`src/design/assert_macros.svh`:
```
// assertion macros for the tokenizer rtl
`ifndef ASSERT_MACROS_SVH
`define ASSERT_MACROS_SVH

// check a property on every clock edge outside reset
`define WSCT_ASSERT(lbl, prop, msg) \
   lbl: assert property (@(posedge clock) disable iff (reset) prop) else $error(msg);

// check a property on every clock edge, reset included
`define WSCT_ASSERT_ALWAYS(lbl, prop, msg) \
   lbl: assert property (@(posedge clock) prop) else $error(msg);

`endif

```
`src/design/wsct_pkg.sv`:
```
// types, constants and helpers of the whitespace/comment/quote tokenizer
package wsct_pkg;

   // longest token limit and count width
   localparam int MaxLen     = 256;
   localparam int CountWidth = $clog2(MaxLen);
   localparam int LenWidth   = 8;

   // special byte values
   localparam logic [7:0] ByteTab   = 8'h09;
   localparam logic [7:0] ByteLf    = 8'h0a;
   localparam logic [7:0] ByteCr    = 8'h0d;
   localparam logic [7:0] ByteSpace = 8'h20;
   localparam logic [7:0] ByteHash  = 8'h23;
   localparam logic [7:0] ByteQuote = 8'h22;

   // scan mode, one-hot
   typedef enum logic [4:0] {
      MODE_SKIP    = 5'b00001,
      MODE_COMMENT = 5'b00010,
      MODE_PLAIN   = 5'b00100,
      MODE_QUOTED  = 5'b01000,
      MODE_HALTED  = 5'b10000
   } mode_type;

   // result kind codes
   typedef enum logic [1:0] {
      KIND_CHAR    = 2'd0,
      KIND_DONE    = 2'd1,
      KIND_EOF     = 2'd2,
      KIND_TOOLONG = 2'd3
   } kind_type;

   typedef struct packed {
      logic [7:0] in_byte;
      logic       end_of_input;
   } req_word_type;

   typedef struct packed {
      kind_type              result_kind;
      logic [6:0]            token_char;
      logic [LenWidth-1:0]   token_length;
   } rsp_word_type;

   // scanner state carried between the step logic and its registers
   typedef struct packed {
      mode_type              mode;
      logic [CountWidth-1:0] count;
   } scan_state_type;

   // whitespace test: tab, newline, carriage return, space
   function automatic logic is_blank(input logic [7:0] b);
      return b inside {ByteTab, ByteLf, ByteCr, ByteSpace};
   endfunction

endpackage

```
`src/design/wsct_step.sv`:
```
// next-state and result logic for one byte of the tokenizer
module wsct_step (
   input  wsct_pkg::scan_state_type state,
   input  wsct_pkg::req_word_type   word,
   output wsct_pkg::scan_state_type next_state,
   output logic                     emit,
   output wsct_pkg::rsp_word_type   result
);

   localparam logic [wsct_pkg::CountWidth-1:0] CountLimit =
      wsct_pkg::CountWidth'(wsct_pkg::MaxLen - 1);

   logic at_limit;
   logic blank;

   assign at_limit = (state.count >= CountLimit);
   assign blank    = wsct_pkg::is_blank(word.in_byte);

   // mode update and result selection
   always_comb begin
      next_state = state;
      emit       = 1'b0;
      result     = '0;
      if (state.mode == wsct_pkg::MODE_HALTED) begin
         next_state = state;
      end else if (word.end_of_input) begin
         next_state.mode    = wsct_pkg::MODE_SKIP;
         next_state.count   = '0;
         emit               = 1'b1;
         result.result_kind = wsct_pkg::KIND_EOF;
      end else begin
         case (state.mode)
            wsct_pkg::MODE_COMMENT: begin
               if (word.in_byte == wsct_pkg::ByteLf) begin
                  next_state.mode = wsct_pkg::MODE_SKIP;
               end
            end
            wsct_pkg::MODE_PLAIN, wsct_pkg::MODE_QUOTED: begin
               emit = 1'b1;
               if ((state.mode == wsct_pkg::MODE_PLAIN && blank) ||
                   (state.mode == wsct_pkg::MODE_QUOTED &&
                    word.in_byte == wsct_pkg::ByteQuote)) begin
                  // token end
                  if (at_limit) begin
                     next_state.mode    = wsct_pkg::MODE_HALTED;
                     result.result_kind = wsct_pkg::KIND_TOOLONG;
                  end else begin
                     next_state.mode     = wsct_pkg::MODE_SKIP;
                     next_state.count    = '0;
                     result.result_kind  = wsct_pkg::KIND_DONE;
                     result.token_length = wsct_pkg::LenWidth'(state.count);
                  end
               end else begin
                  // token character
                  if (at_limit) begin
                     next_state.mode    = wsct_pkg::MODE_HALTED;
                     result.result_kind = wsct_pkg::KIND_TOOLONG;
                  end else begin
                     next_state.count   = state.count + wsct_pkg::CountWidth'(1);
                     result.result_kind = wsct_pkg::KIND_CHAR;
                     result.token_char  = word.in_byte[6:0];
                  end
               end
            end
            default: begin
               // between tokens
               next_state.mode = wsct_pkg::MODE_SKIP;
               if (word.in_byte == wsct_pkg::ByteHash) begin
                  next_state.mode = wsct_pkg::MODE_COMMENT;
               end else if (word.in_byte == wsct_pkg::ByteQuote) begin
                  next_state.mode  = wsct_pkg::MODE_QUOTED;
                  next_state.count = '0;
               end else if (!blank) begin
                  // first character of a plain token, limit is at least one
                  next_state.mode    = wsct_pkg::MODE_PLAIN;
                  next_state.count   = wsct_pkg::CountWidth'(1);
                  emit               = 1'b1;
                  result.result_kind = wsct_pkg::KIND_CHAR;
                  result.token_char  = word.in_byte[6:0];
               end
            end
         endcase
      end
   end

endmodule

```
`src/design/whitespace_comment_quote_tokenizer_core.sv`:
```
// Whitespace tokenizer with hash comments and quoted tokens, one byte per word.
// A taken byte is held in the req stage; its result word is then registered on rsp_.
// Throughput: one byte per cycle while rsp_stall does not hold the result register.
// A stalled result register holds the pipeline; one input word waits in req stage.
// Reset (synchronous, active high) empties both stages, mode to skipping, count 0.
`include "assert_macros.svh"

module whitespace_comment_quote_tokenizer_core (
   input  logic                  clock,
   input  logic                  reset,
   input  logic                  req_valid,
   output logic                  req_stall,
   input  wsct_pkg::req_word_type req_word,
   output logic                  rsp_valid,
   input  logic                  rsp_stall,
   output wsct_pkg::rsp_word_type rsp_word
);

   logic                     in_valid_ff, in_valid_in;
   wsct_pkg::req_word_type   in_word_ff;
   wsct_pkg::scan_state_type state_ff, state_in;
   logic                     rsp_valid_ff, rsp_valid_in;
   wsct_pkg::rsp_word_type   rsp_word_ff;

   wsct_pkg::scan_state_type step_state;
   logic                     step_emit;
   wsct_pkg::rsp_word_type   step_result;
   logic                     advance;
   logic                     req_take;

   wsct_step u_step (
      .state      (state_ff),
      .word       (in_word_ff),
      .next_state (step_state),
      .emit       (step_emit),
      .result     (step_result)
   );

   // the held byte moves on when the result register is free or draining
   assign advance   = in_valid_ff && (!rsp_valid_ff || !rsp_stall);
   assign req_stall = in_valid_ff && !advance;
   assign req_take  = req_valid && !req_stall;

   always_comb begin
      in_valid_in  = req_take || (in_valid_ff && !advance);
      state_in     = advance ? step_state : state_ff;
      rsp_valid_in = rsp_valid_ff;
      if (advance) begin
         rsp_valid_in = step_emit;
      end else if (!rsp_stall) begin
         rsp_valid_in = 1'b0;
      end
   end

   // control registers
   always_ff @(posedge clock) begin
      if (reset) begin
         in_valid_ff    <= 1'b0;
         rsp_valid_ff   <= 1'b0;
         state_ff.mode  <= wsct_pkg::MODE_SKIP;
         state_ff.count <= '0;
      end else begin
         in_valid_ff  <= in_valid_in;
         rsp_valid_ff <= rsp_valid_in;
         state_ff     <= state_in;
      end
   end

   // payload registers
   always_ff @(posedge clock) begin
      if (req_take) begin
         in_word_ff <= req_word;
      end
      if (advance && step_emit) begin
         rsp_word_ff <= step_result;
      end
   end

   assign rsp_valid = rsp_valid_ff;
   assign rsp_word  = rsp_word_ff;

   // checks
   `WSCT_ASSERT(a_halt_sticks, state_ff.mode == wsct_pkg::MODE_HALTED |=> state_ff.mode == wsct_pkg::MODE_HALTED, "halted mode left without reset")
   `WSCT_ASSERT(a_idle_count_zero, (state_ff.mode == wsct_pkg::MODE_SKIP || state_ff.mode == wsct_pkg::MODE_COMMENT) |-> state_ff.count == '0, "count nonzero between tokens")
   `WSCT_ASSERT(a_halt_silent, advance && state_ff.mode == wsct_pkg::MODE_HALTED |=> !rsp_valid_ff, "result produced while halted")
   `WSCT_ASSERT(a_toolong_halts, rsp_valid_ff && rsp_word_ff.result_kind == wsct_pkg::KIND_TOOLONG |-> state_ff.mode == wsct_pkg::MODE_HALTED, "overlong token did not halt")

endmodule

```
`config.mk`:
```
export PLATFORM = sky130hd
export DESIGN_NAME = whitespace_comment_quote_tokenizer_core
export DESIGN_NICKNAME = d
export VERILOG_FILES = /design/src/design/wsct_pkg.sv /design/src/design/wsct_step.sv /design/src/design/whitespace_comment_quote_tokenizer_core.sv
export VERILOG_INCLUDE_DIRS = /design/src /design/src/design
export SDC_FILE = /design/constraint.sdc
export NUM_CORES = 1
export LEC_CHECK = 0
export ABC_CLOCK_PERIOD_IN_PS = 6900
export BUFFER_PORTS_ARGS = -buffer_cell sky130_fd_sc_hd__buf_2
export CAP_MARGIN = 15
export CORE_MARGIN = 2
export CORE_UTILIZATION = 60
export DETAILED_ROUTE_END_ITERATION = 8
export GPL_ROUTABILITY_DRIVEN = 1
export PLACE_DENSITY = 0.95
export SLEW_MARGIN = 10
export SYNTH_ARGS = -nofsm -noshare
export SYNTH_HDL_FRONTEND = slang
export SYNTH_SLANG_ARGS = --single-unit
```
`constraint.sdc`:
```
create_clock -name clock -period 6.9 [get_ports clock]
set_input_delay 1.035 -clock clock [delete_from_list [all_inputs] [get_ports clock]]
set_output_delay 1.035 -clock clock [all_outputs]
set_load 0.01 [all_outputs]
```
==> impl_results.md, run 1 <==
* Hold EP: rsp_valid
* Final setup skew at 0.0140 ns
* Leakage at 0.819 nW
* CTS Root Cell: clkbuf_4
* Area of the multi-input gates at 921 um^2
* Worst Max-Slew Pin Slew at 0.754 ns
* Max Slew Vio Count at 0
* Crit share post-route at 36.7%
* Synth Area in XOR/XNOR at 1.27%
* FF/Latch Area at 1080 um^2
* Dominant cell by count in the synthesized netlist: edfxtp_1
* Area growth from synthesis to layout at 12.0%
* Hold Path Origin: rsp_valid
* Hold Crit Class: flop to flop
* Area share of the largest cell type after synthesis at 37.6%
* Mapped Area at 2070 um^2
* Filler cells at 257
* DRC Markers at 0
* Post-layout util at 69.6%
* R2r endpoint: state_ff[1]
* Sequential fraction of the synthesis area at 52.1%
* Largest cells by area after synthesis: edfxtp_1, dfxtp_1, nand2_1, nor2_1, o211ai_1
* RSZ-0062 raised after global routing: no
* Synth Register Bits at 41
* CP Capture Type: output pin
* Initial antenna violation count at 0
* DRT iter0 DRCs at 112
* Core area at 3340 um^2
* Port buffer count at 31
* CP max FO at 3
* Hold Crit Depth at 2
* GR Layer Usage met2 at 33.1%
* Number of synthesized flops with an enable pin at 26
* Dpl hpwl at 2810 um
* FMAX at 395 MHz
* Largest net degree at the start of global routing at 25
* Clock latency at the later pin of the worst-skew pair at 0.36 ns
* TritonCTS buffer count at 5
* H-Tree Depth at 2
* I/O pin count at 32
* Post-CTS setup buffers at 0
* Worst-path clk slew at 0.13 ns
* Met3 Use GR at 5.77%
* Async S/R FF share, synth at 0%
* Row count at 21
* GPL Wtd Cong at 0.892
* CTS sink count at 41
* Fraction of synthesized area in multiplexers at 2.47%
* PostCTS Resize Cnt at 0
* WL final at 3980 um
* Peak VDD IR at 0.000135 V
* Crit path kind: input pin to output pin
* Reg2Reg Setup Slack at 4.42 ns
* Hold Violations, Final at 0
* Max-cap viol count at 0
* Hold Buf Count CTS at 0
* # setup viols final at 0
* Reg2Reg Launch Point: state_ff[0]
* Power Density at 202 nW/um^2
* Drt pass-1 iters at 4
* Die X-Extent at 62.8 um
* Clk buf depth at 2
* DR vias at 1,667
* Initial Util at 62.2%
* CTS tree: yes
* First-pass GRT wire length at 6690 um
* Compound-Gate Fraction of Synth Area at 14.5%
* Gr busiest metal: met2
* DR WL/cell at 14.4 um
* Syn_nets at 214
* Largest family of logic cells by synthesized area: simple AND/OR/NAND/NOR gates
* Dpl cells at 269
* Yosys Warn Count at 0
* R2r worst-path depth at 6
* Most common library cells after synthesis: edfxtp_1, nand2_1, nor2_1
* Congestion Overflow GR at 0
* Post-synthesis adder-cell area fraction at 0.603%
* Simple-gate share of the synthesized area at 25.5%
* Antenna diode count at 0
* Outcome: finished, final reports clean
* Area leader, netlist: edfxtp_1
* Fin Setup TNS at 0 ns
* Rel. slew slack at 49.4%
* Non-filler cells in the finished layout at 277
* Vias in the first global route at 1,410
* GR Util All Layers at 21.6%
* Final min period at 2.53 ns
* Met1 Usage GRT at 29.4%
* CP Launch Point: rsp_stall
* Post-synthesis cell type count at 56
* Antenna Nets Post-Route at 0
* Post-Synthesis Cells at 200
* Mean post-synth cell area at 10.4 um^2
* Worst EP required at 5.86 ns
* Layout cells sized above 1 at 19.5%
* Type of origin of the critical path: input pin
* Net count, final at 244
* Die Y at 62.8 um
* Worst EP arrival at 1.49 ns
* Top_reg_cell synth: edfxtp_1
* Drt via density at 6.02
* Die Area at 3940 um^2
[power breakdown]
part | internal (mW) | total (mW) | switching [mW]
sequential | 0.272 | 0.280 | 0.00793
clock | 0.0749 | 0.152 | 0.0775
combinational | 0.0163 | 0.0384 | 0.0220
total | 0.363 | 0.470 | 0.107
[how the worst max path moves through the flow]
stage               cells past startpoint     endpoint  slack, ns
floorplan                               4  state_ff[7]       4.34
global placement                        5  state_ff[7]       4.16
detailed placement                      5  state_ff[7]       4.12
CTS                                     4    req_stall       4.37
global route                            6  state_ff[1]       4.24
finish                                  4    req_stall       4.37
[final cells by class]
cell class / instances / share of cell area [%]
clock buffers: 5 / 1.62
clock inverters: 3 / 1.78
inverters: 8 / 1.29
multi-input cells: 143 / 39.6
flip-flops and latches: 41 / 46.5
well taps: 46 / 2.48
repair buffers: 31 / 6.68
[routing by layer]
layer	up-vias	wire length (um)
li1	810	-
met1	762	1720
met2	88	1870
met3	7	346
met4	0	53
met5	-	0
[sequential cells by signal (all words and copies together), names as in the netlist]
name,flops
in_valid_ff,1
in_word_ff,9
rsp_valid,1
rsp_word,17
state_ff,13
[placed cells by master (no fill, tap or decap), types with 4 or more instances in the layout]
| master | n |
|---|---|
| o211ai_1 | 7 |
| nand4_1 | 4 |
| o21ai_0 | 7 |
| a21oi_1 | 6 |
| mux2i_1 | 4 |
| nand2b_1 | 6 |
| nor2_1 | 17 |
| clkbuf_4 | 5 |
| inv_1 | 8 |
| dfxtp_1 | 15 |
| nor3_1 | 5 |
| or3_1 | 5 |
| buf_2 | 31 |
| nor2b_1 | 6 |
| nand2_1 | 17 |
| edfxtp_1 | 26 |
| and2_1 | 8 |
| nand3_1 | 5 |
[stage by stage]
stage	total power, mW	setup WS, ns	hold WS [ns]	cell area [um^2]
global route	0.487	4.24	0.558	2320
floorplan	0.310	4.34	0.471	2070
detailed placement	0.323	4.12	0.493	2240
CTS	0.471	4.37	0.512	2320
global placement	0.321	4.16	0.485	2240
finish	0.470	4.37	0.506	2320
[cell families (layout without fill, tap and decap cells)]
logic type | after synthesis | after routing
multiplexers | 5 | 5
buffers and inverters | 16 | 47
flip-flops | 41 | 41
adder cells (fa/ha/maj) | 1 | 1
XOR/XNOR | 3 | 3
AO/OA/AOI/OAI | 41 | 41
AND/OR/NAND/NOR | 93 | 93
[worst max-delay path, cell delays in order]
cell     delay [ns]
buf_2          0.09
nand2_1        0.06
nor2_1         0.15
buf_2          0.16
Power figures use the tool's default switching activity.
==> run 2, diff against run 1 <==
--- a/config.mk
+++ b/config.mk
@@ -6,14 +6,14 @@
 export SDC_FILE = /design/constraint.sdc
 export NUM_CORES = 1
 export LEC_CHECK = 0
-export ABC_CLOCK_PERIOD_IN_PS = 6900
+export ABC_CLOCK_PERIOD_IN_PS = 2100
 export BUFFER_PORTS_ARGS = -buffer_cell sky130_fd_sc_hd__buf_2
 export CAP_MARGIN = 15
 export CORE_MARGIN = 2
-export CORE_UTILIZATION = 60
+export CORE_UTILIZATION = 50
 export DETAILED_ROUTE_END_ITERATION = 8
 export GPL_ROUTABILITY_DRIVEN = 1
-export PLACE_DENSITY = 0.95
+export PLACE_DENSITY = 0.85
 export SLEW_MARGIN = 10
 export SYNTH_ARGS = -nofsm -noshare
 export SYNTH_HDL_FRONTEND = slang
==> constraint.sdc (replaced) <==
create_clock -name clock -period 2.1 [get_ports clock]
set_input_delay 0.315 -clock clock [delete_from_list [all_inputs] [get_ports clock]]
set_output_delay 0.315 -clock clock [all_outputs]
set_load 0.01 [all_outputs]
==> run 2 against run 1 <==
The flow now finishes with violations (setup timing). Flip-flop and latch count stayed put. Global-route usage is 0.78 points lower. Clock skew is 0.0067 ns lower. Utilization is 1.8 points lower. Non-clock buffer count is 30 higher. Critical path depth is 1 higher. Combinational power grew to 5.1 times the previous value. Sequential power grew to 3.3 times the previous value. Sequential share of layout area is 6.6 points lower. Register-to-register slack worse by 4.5 ns. Critical path type is now flop to flop.
==> impl_results.md, run 2 (synthesized netlist as in run 1, its figures left out) <==
* Hold Path Origin: req_word[5]
* Outcome: finished with violations
* Max-cap viol count at 0 (unchanged)
* Initial antenna violation count at 0 (unchanged)
* DRT iter0 DRCs at 168 (+50%)
* GPL Wtd Cong at 0.917 (+2.8%)
* Max reg flops at 17 (unchanged)
* Hold Crit Class: input pin to flop
* Clk buf depth at 2 (unchanged)
* Die Area at 4680 um^2 (+19%)
* FF/Latch Area at 1080 um^2 (+0.23%)
* Antenna diode count at 0 (unchanged)
* WL final at 4960 um (+25%)
* Crit share post-route at 102%
* Commonest non-fill, non-tap cells in the layout: buf_2, edfxtp_1, buf_4
* Antenna Nets Post-Route at 0 (unchanged)
* Worst EP arrival at 2.31 ns (+0.82 ns)
* Dpl hpwl at 3250 um (+16%)
* Max Slew Vio Count at 0 (unchanged)
* Hold Violations, Final at 0 (unchanged)
* Hold EP: in_word_ff[5]
* Row count at 23 (+9.5%)
* Congestion Overflow GR at 0 (unchanged)
* FMAX at 469 MHz
* Area of the multi-input gates at 995 um^2 (+8.0%)
* # setup viols final at 9 (+9)
* Final setup skew at 0.00732 ns (-0.00672 ns)
* Worst Max-Slew Pin Slew at 0.501 ns (-0.253 ns)
* Port buffer count at 31 (unchanged)
* Commonest non-fill, non-tap cell in the layout: buf_2
* CP max FO at 8 (+5)
* Reg2Reg Setup Slack at -0.03 ns (-4.45 ns)
* Type of origin of the critical path: flop
* H-Tree Depth at 2 (unchanged)
* Met1 Usage GRT at 27.9% (-1.5 points)
* Peak VDD IR at 0.000446 V (+230%)
* Drt via density at 5.87 (-2.4%)
* Power Density at 638 nW/um^2 (+220%)
* R2r worst-path depth at 5 (-1)
* Failing checks: setup timing
* Largest net degree at the start of global routing at 25 (unchanged)
* R2r endpoint: rsp_word[5]
* I/O pin count at 32 (unchanged)
* CP Capture Type: flop
* Fin Setup TNS at -0.131 ns (-0.131 ns)
* Leakage at 1.01 nW (+24%)
* CP Launch Point: in_word_ff[1]
* Reg2Reg Launch Point: in_word_ff[1]
* Post-Place Cell Area at 2460 um^2 (+9.4%)
* PnR worst setup slack at -0.0333 ns (-4.40 ns)
* Crit path kind: flop to flop
* DR WL/cell at 16.0 um (+11%)
* CTS tree: yes
* Worst-path clk slew at 0.08 ns (-0.05 ns)
* Clock latency at the later pin of the worst-skew pair at 0.30 ns (-0.06 ns)
* Final min period at 2.13 ns
* Worst EP required at 2.27 ns (-3.59 ns)
* Initial Util at 51.9% (-10 points)
* Gr busiest metal: met2
* Net count, final at 274 (+12%)
* GR Util All Layers at 20.8% (-0.78 points)
* Design area at 2710 um^2 (+17%)
* Filler cells at 276 (+7.4%)
* Hold_ws at 0.192 ns (-0.314 ns)
* Core area at 4000 um^2 (+20%)
* Post-layout util at 67.8% (-1.8 points)
* Setup WS pre-CTS at -0.0924 ns (-4.21 ns)
* Die X-Extent at 68.4 um (+8.9%)
* Drt pass-1 iters at 5 (+1)
* Rel. slew slack at 66.4% (+17 points)
* DR vias at 1,827 (+9.6%)
* First-pass GRT wire length at 7110 um (+6.4%)
* Layout cells sized above 1 at 34.1% (+15 points)
* DRC Markers at 0 (unchanged)
* CTS Root Cell: clkbuf_8
* RSZ-0062 raised after global routing: yes
* Vias in the first global route at 1,507 (+6.9%)
* CTS sink count at 41 (unchanged)
* Hold Buf Count CTS at 0 (unchanged)
* Die Y at 68.4 um (+8.9%)
* Area growth from synthesis to layout at 30.8%
* TritonCTS buffer count at 5 (unchanged)
* Met3 Use GR at 4.77% (-1.0 points)
* GR Layer Usage met2 at 32.8% (-0.25 points)
* Hold Crit Depth at 1 (-1)
-- run 2: layout make-up --
| cell class | count | area share [%] |
|---|---|---|
| Tap cell | 50 | 2.31 |
| Clock inverter | 2 | 1.29 |
| Inverter | 8 | 1.20 |
| Timing Repair Buffer | 61 | 15.9 |
| Clock buffer | 6 | 2.68 |
| Multi-Input combinational cell | 143 | 36.7 |
| Sequential cell | 41 | 39.9 |
-- run 2: layer usage --
metal	wire, um	vias to the layer above
met5	0	-
li1	-	863
met2	2370	85
met4	90	0
met3	326	10
met1	2180	869
-- run 2: worst max-delay path: stages, from the launching register on --
cell,delay [ns]
edfxtp_1,0.43
or3b_4,0.43
a2111o_1,0.42
a21o_4,0.25
nor3b_4,0.29
and2_4,0.20
-- run 2: worst max-delay path by stage --
stage,endpoint,depth (start not counted),slack (ns)
3_3_place_gp,rsp_word[7],5,-0.005
6_report,rsp_word[5],5,-0.03
3_5_place_dp,rsp_word[5],5,-0.09
4_1_cts,rsp_word[5],5,-0.009
5_1_grt,state_ff[4],6,-0.08
2_1_floorplan,rsp_word[0],6,0.01
-- run 2: where the power goes --
| group | total (mW) | internal (mW) | switching [mW] |
|---|---|---|---|
| clock | 0.621 | 0.353 | 0.268 |
| combinational | 0.197 | 0.0981 | 0.0986 |
| sequential | 0.913 | 0.892 | 0.0215 |
| total | 1.73 | 1.34 | 0.388 |
-- run 2: metrics by stage --
step / power, mW / instances
after global placement: 1.09 / 298
after global routing: 1.79 / 311
after floorplan: 1.02 / 200
after CTS: 1.70 / 307
after detailed placement: 1.09 / 298
final: 1.73 / 311
-- run 2: repair_timing --
action / 4_1_cts / 5_1_grt
pin swaps: 5 / 18
cloned: 0 / 2
buffers inserted: 1 / 2
setup endpoints to repair: 26 / 45
gates resized for setup: 4 / 15
==> run 3, diff against run 2 <==
--- a/config.mk
+++ b/config.mk
@@ -14,6 +14,7 @@
 export DETAILED_ROUTE_END_ITERATION = 8
 export GPL_ROUTABILITY_DRIVEN = 1
 export PLACE_DENSITY = 0.85
+export REMOVE_ABC_BUFFERS = 1
 export SLEW_MARGIN = 10
 export SYNTH_ARGS = -nofsm -noshare
 export SYNTH_HDL_FRONTEND = slang
==> run 3 against run 2 <==
The run still ends with setup timing left. Utilization increased by 2.7 points. Cell count increased by 4.2%. Maximum frequency increased by 0.57%. Flip-flop and latch count unchanged. Clock skew decreased by 0.00082 ns. Global-route usage increased by 1.5 points. Setup slack improved by 0.012 ns. Cell area increased by 4.0%. Register-to-register slack about the same. Non-clock buffer count increased by 13. Sequential share of layout area decreased by 1.6 points. Highest routed layer unchanged.
==> impl_results.md, run 3 (synthesized netlist as in run 1, its figures left out) <==
* Dpl hpwl at 3170 um (-2.2%)
* Met3 Use GR at 4.93% (+0.16 points)
* Core area at 4000 um^2 (unchanged)
* Filler cells at 279 (+1.1%)
* # setup viols final at 27 (+18)
* Final min period at 2.12 ns (-0.0122 ns)
* Clock latency at the later pin of the worst-skew pair at 0.30 ns (about the same)
* Die Y at 68.4 um (unchanged)
* Leakage at 1.09 nW (+7.9%)
* Worst EP required at 2.13 ns (-0.14 ns)
* Peak VDD IR at 0.000461 V (+3.5%)
* Die X-Extent at 68.4 um (unchanged)
* Final setup skew at 0.00650 ns (-0.000824 ns)
* Clk buf depth at 2 (unchanged)
* Met1 Usage GRT at 29.1% (+1.3 points)
* Buf/Inv on CP at 3 (+3)
* Rel. slew slack at 72.8% (+6.4 points)
* CP max FO at 8 (unchanged)
* GPL Wtd Cong at 0.921 (+0.38%)
* Post-Place Cell Area at 2490 um^2 (+1.6%)
* Largest net degree at the start of global routing at 25 (unchanged)
* Hold Buf Count CTS at 0 (unchanged)
* Layout cells sized above 1 at 37.6% (+3.5 points)
* DRC Markers at 0 (unchanged)
* CTS tree: yes
* CTS Root Cell: clkbuf_8
* Initial antenna violation count at 0 (unchanged)
* Hold_ws at 0.185 ns (-0.00718 ns)
* DR vias at 1,877 (+2.7%)
* Worst Max-Slew Pin Slew at 0.405 ns (-0.0958 ns)
* Crit share post-route at 101% (-0.58 points)
* Worst-path clk slew at 0.08 ns (about the same)
* Port buffer count at 31 (unchanged)
* Outcome: finished with violations
* Vias in the first global route at 1,703 (+13%)
* Initial Util at 51.9% (unchanged)
* FMAX at 471 MHz (+0.57%)
* Drt via density at 5.79 (-1.4%)
* Non-filler cells in the finished layout at 324 (+4.2%)
* TritonCTS buffer count at 5 (unchanged)
* Type of origin of the critical path: flop
* CP peak stage delay at 0.46 ns (+0.03 ns)
* Crit path kind: flop to flop
* Worst EP arrival at 2.15 ns (-0.16 ns)
* Fin Setup TNS at -0.293 ns (-0.161 ns)
* Congestion Overflow GR at 0 (unchanged)
* Crit-path leading delay family: compound AO/OA/AOI/OAI gates
* Commonest non-fill, non-tap cells in the layout: buf_4, buf_2, edfxtp_1
* Commonest non-fill, non-tap cell in the layout: buf_4
* CP Capture Type: flop
* DR WL/cell at 15.9 um (-0.12%)
* Gr busiest metal: met2
* Cell Chain, Critical Path: buf_6 > nand2b_4 > a31o_4 > a221o_1 > a21o_1 > inv_4 > clkbuf_16
* Slowest CP cell: edfxtp_1
* GR Layer Usage met2 at 35.1% (+2.3 points)
* Max-cap viol count at 0 (unchanged)
* DRT iter0 DRCs at 135 (-20%)
* WL final at 5160 um (+4.1%)
* Antenna diode count at 0 (unchanged)
* Die Area at 4680 um^2 (unchanged)
* Drt pass-1 iters at 4 (-1)
* Max Slew Vio Count at 0 (unchanged)
* CTS sink count at 41 (unchanged)
* Net count, final at 287 (+4.7%)
* First-pass GRT wire length at 7650 um (+7.5%)
* I/O pin count at 32 (unchanged)
* Dpl cells at 304 (+2.0%)
* RSZ-0062 raised after global routing: yes
* Row count at 23 (unchanged)
* PnR worst setup slack at -0.0211 ns (+0.0122 ns)
* Design area at 2820 um^2 (+4.0%)
* H-Tree Depth at 2 (unchanged)
* Antenna Nets Post-Route at 0 (unchanged)
* Power Density at 619 nW/um^2 (-2.9%)
* Hold Crit Class: input pin to flop
* Max reg flops at 17 (unchanged)
* Failing checks: setup timing
* Hold Violations, Final at 0 (unchanged)
* GR Util All Layers at 22.4% (+1.5 points)
* Area growth from synthesis to layout at 36.0%
## run 3: cell type report
class                   count  area (um^2)  area share, %
clock inverters             1         7.51          0.266
flip-flops and latches     41         1080           38.4
clock buffers               7          108           3.81
well taps                  50         62.6           2.22
repair buffers             74          537           19.0
inverters                   8         32.5           1.15
multi-input cells         143          992           35.2
## run 3: timing repair
item                                    in CTS  in global routing
resized for setup                            7                 14
gates cloned                                 0                  2
buffers inserted                             5                  5
pin swaps                                    8                 14
endpoints found under the setup margin      43                 44
## run 3: worst paths after layout
path / from / end / slack, ns / cells after the start
setup / recovery: in_word_ff[2] / rsp_word[12] / -0.02 / 7
setup reg to reg: in_word_ff[2] / rsp_word[12] / -0.02 / 7
hold reg to reg: rsp_valid / rsp_valid / 0.50 / 2
hold / removal: req_word[7] / in_word_ff[7] / 0.19 / 1
## run 3: metrics by stage
| step | power [mW] | worst slack (ns) | utilization [%] |
|---|---|---|---|
| 2_1_floorplan | 1.01 | -0.138 | - |
| 3_3_place_gp | 1.09 | -0.0703 | 62.4 |
| 3_5_place_dp | 1.10 | -0.152 | 62.4 |
| 4_1_cts | 1.72 | 0.00115 | 66.6 |
| 5_1_grt | 1.81 | -0.126 | 70.5 |
| 6_report | 1.75 | -0.0211 | 70.5 |
## run 3: worst register-to-register path, stage by stage, from the launching register on
cell and delay, ns:
edfxtp_1 0.46, buf_6 0.17, nand2b_4 0.15, a31o_4 0.23
a221o_1 0.34, a21o_1 0.22, inv_4 0.12, clkbuf_16 0.16
## run 3: where the power goes
group          switching [mW]  total [mW]  internal [mW]
sequential             0.0209       0.912          0.891
clock                   0.288       0.626          0.339
combinational           0.101       0.209          0.108
## run 3: per-layer routing
metal | vias to the layer above | wire length (um)
li1 | 899 | -
met1 | 881 | 2230
met2 | 83 | 2480
met3 | 14 | 314
met4 | 0 | 133
met5 | - | 0
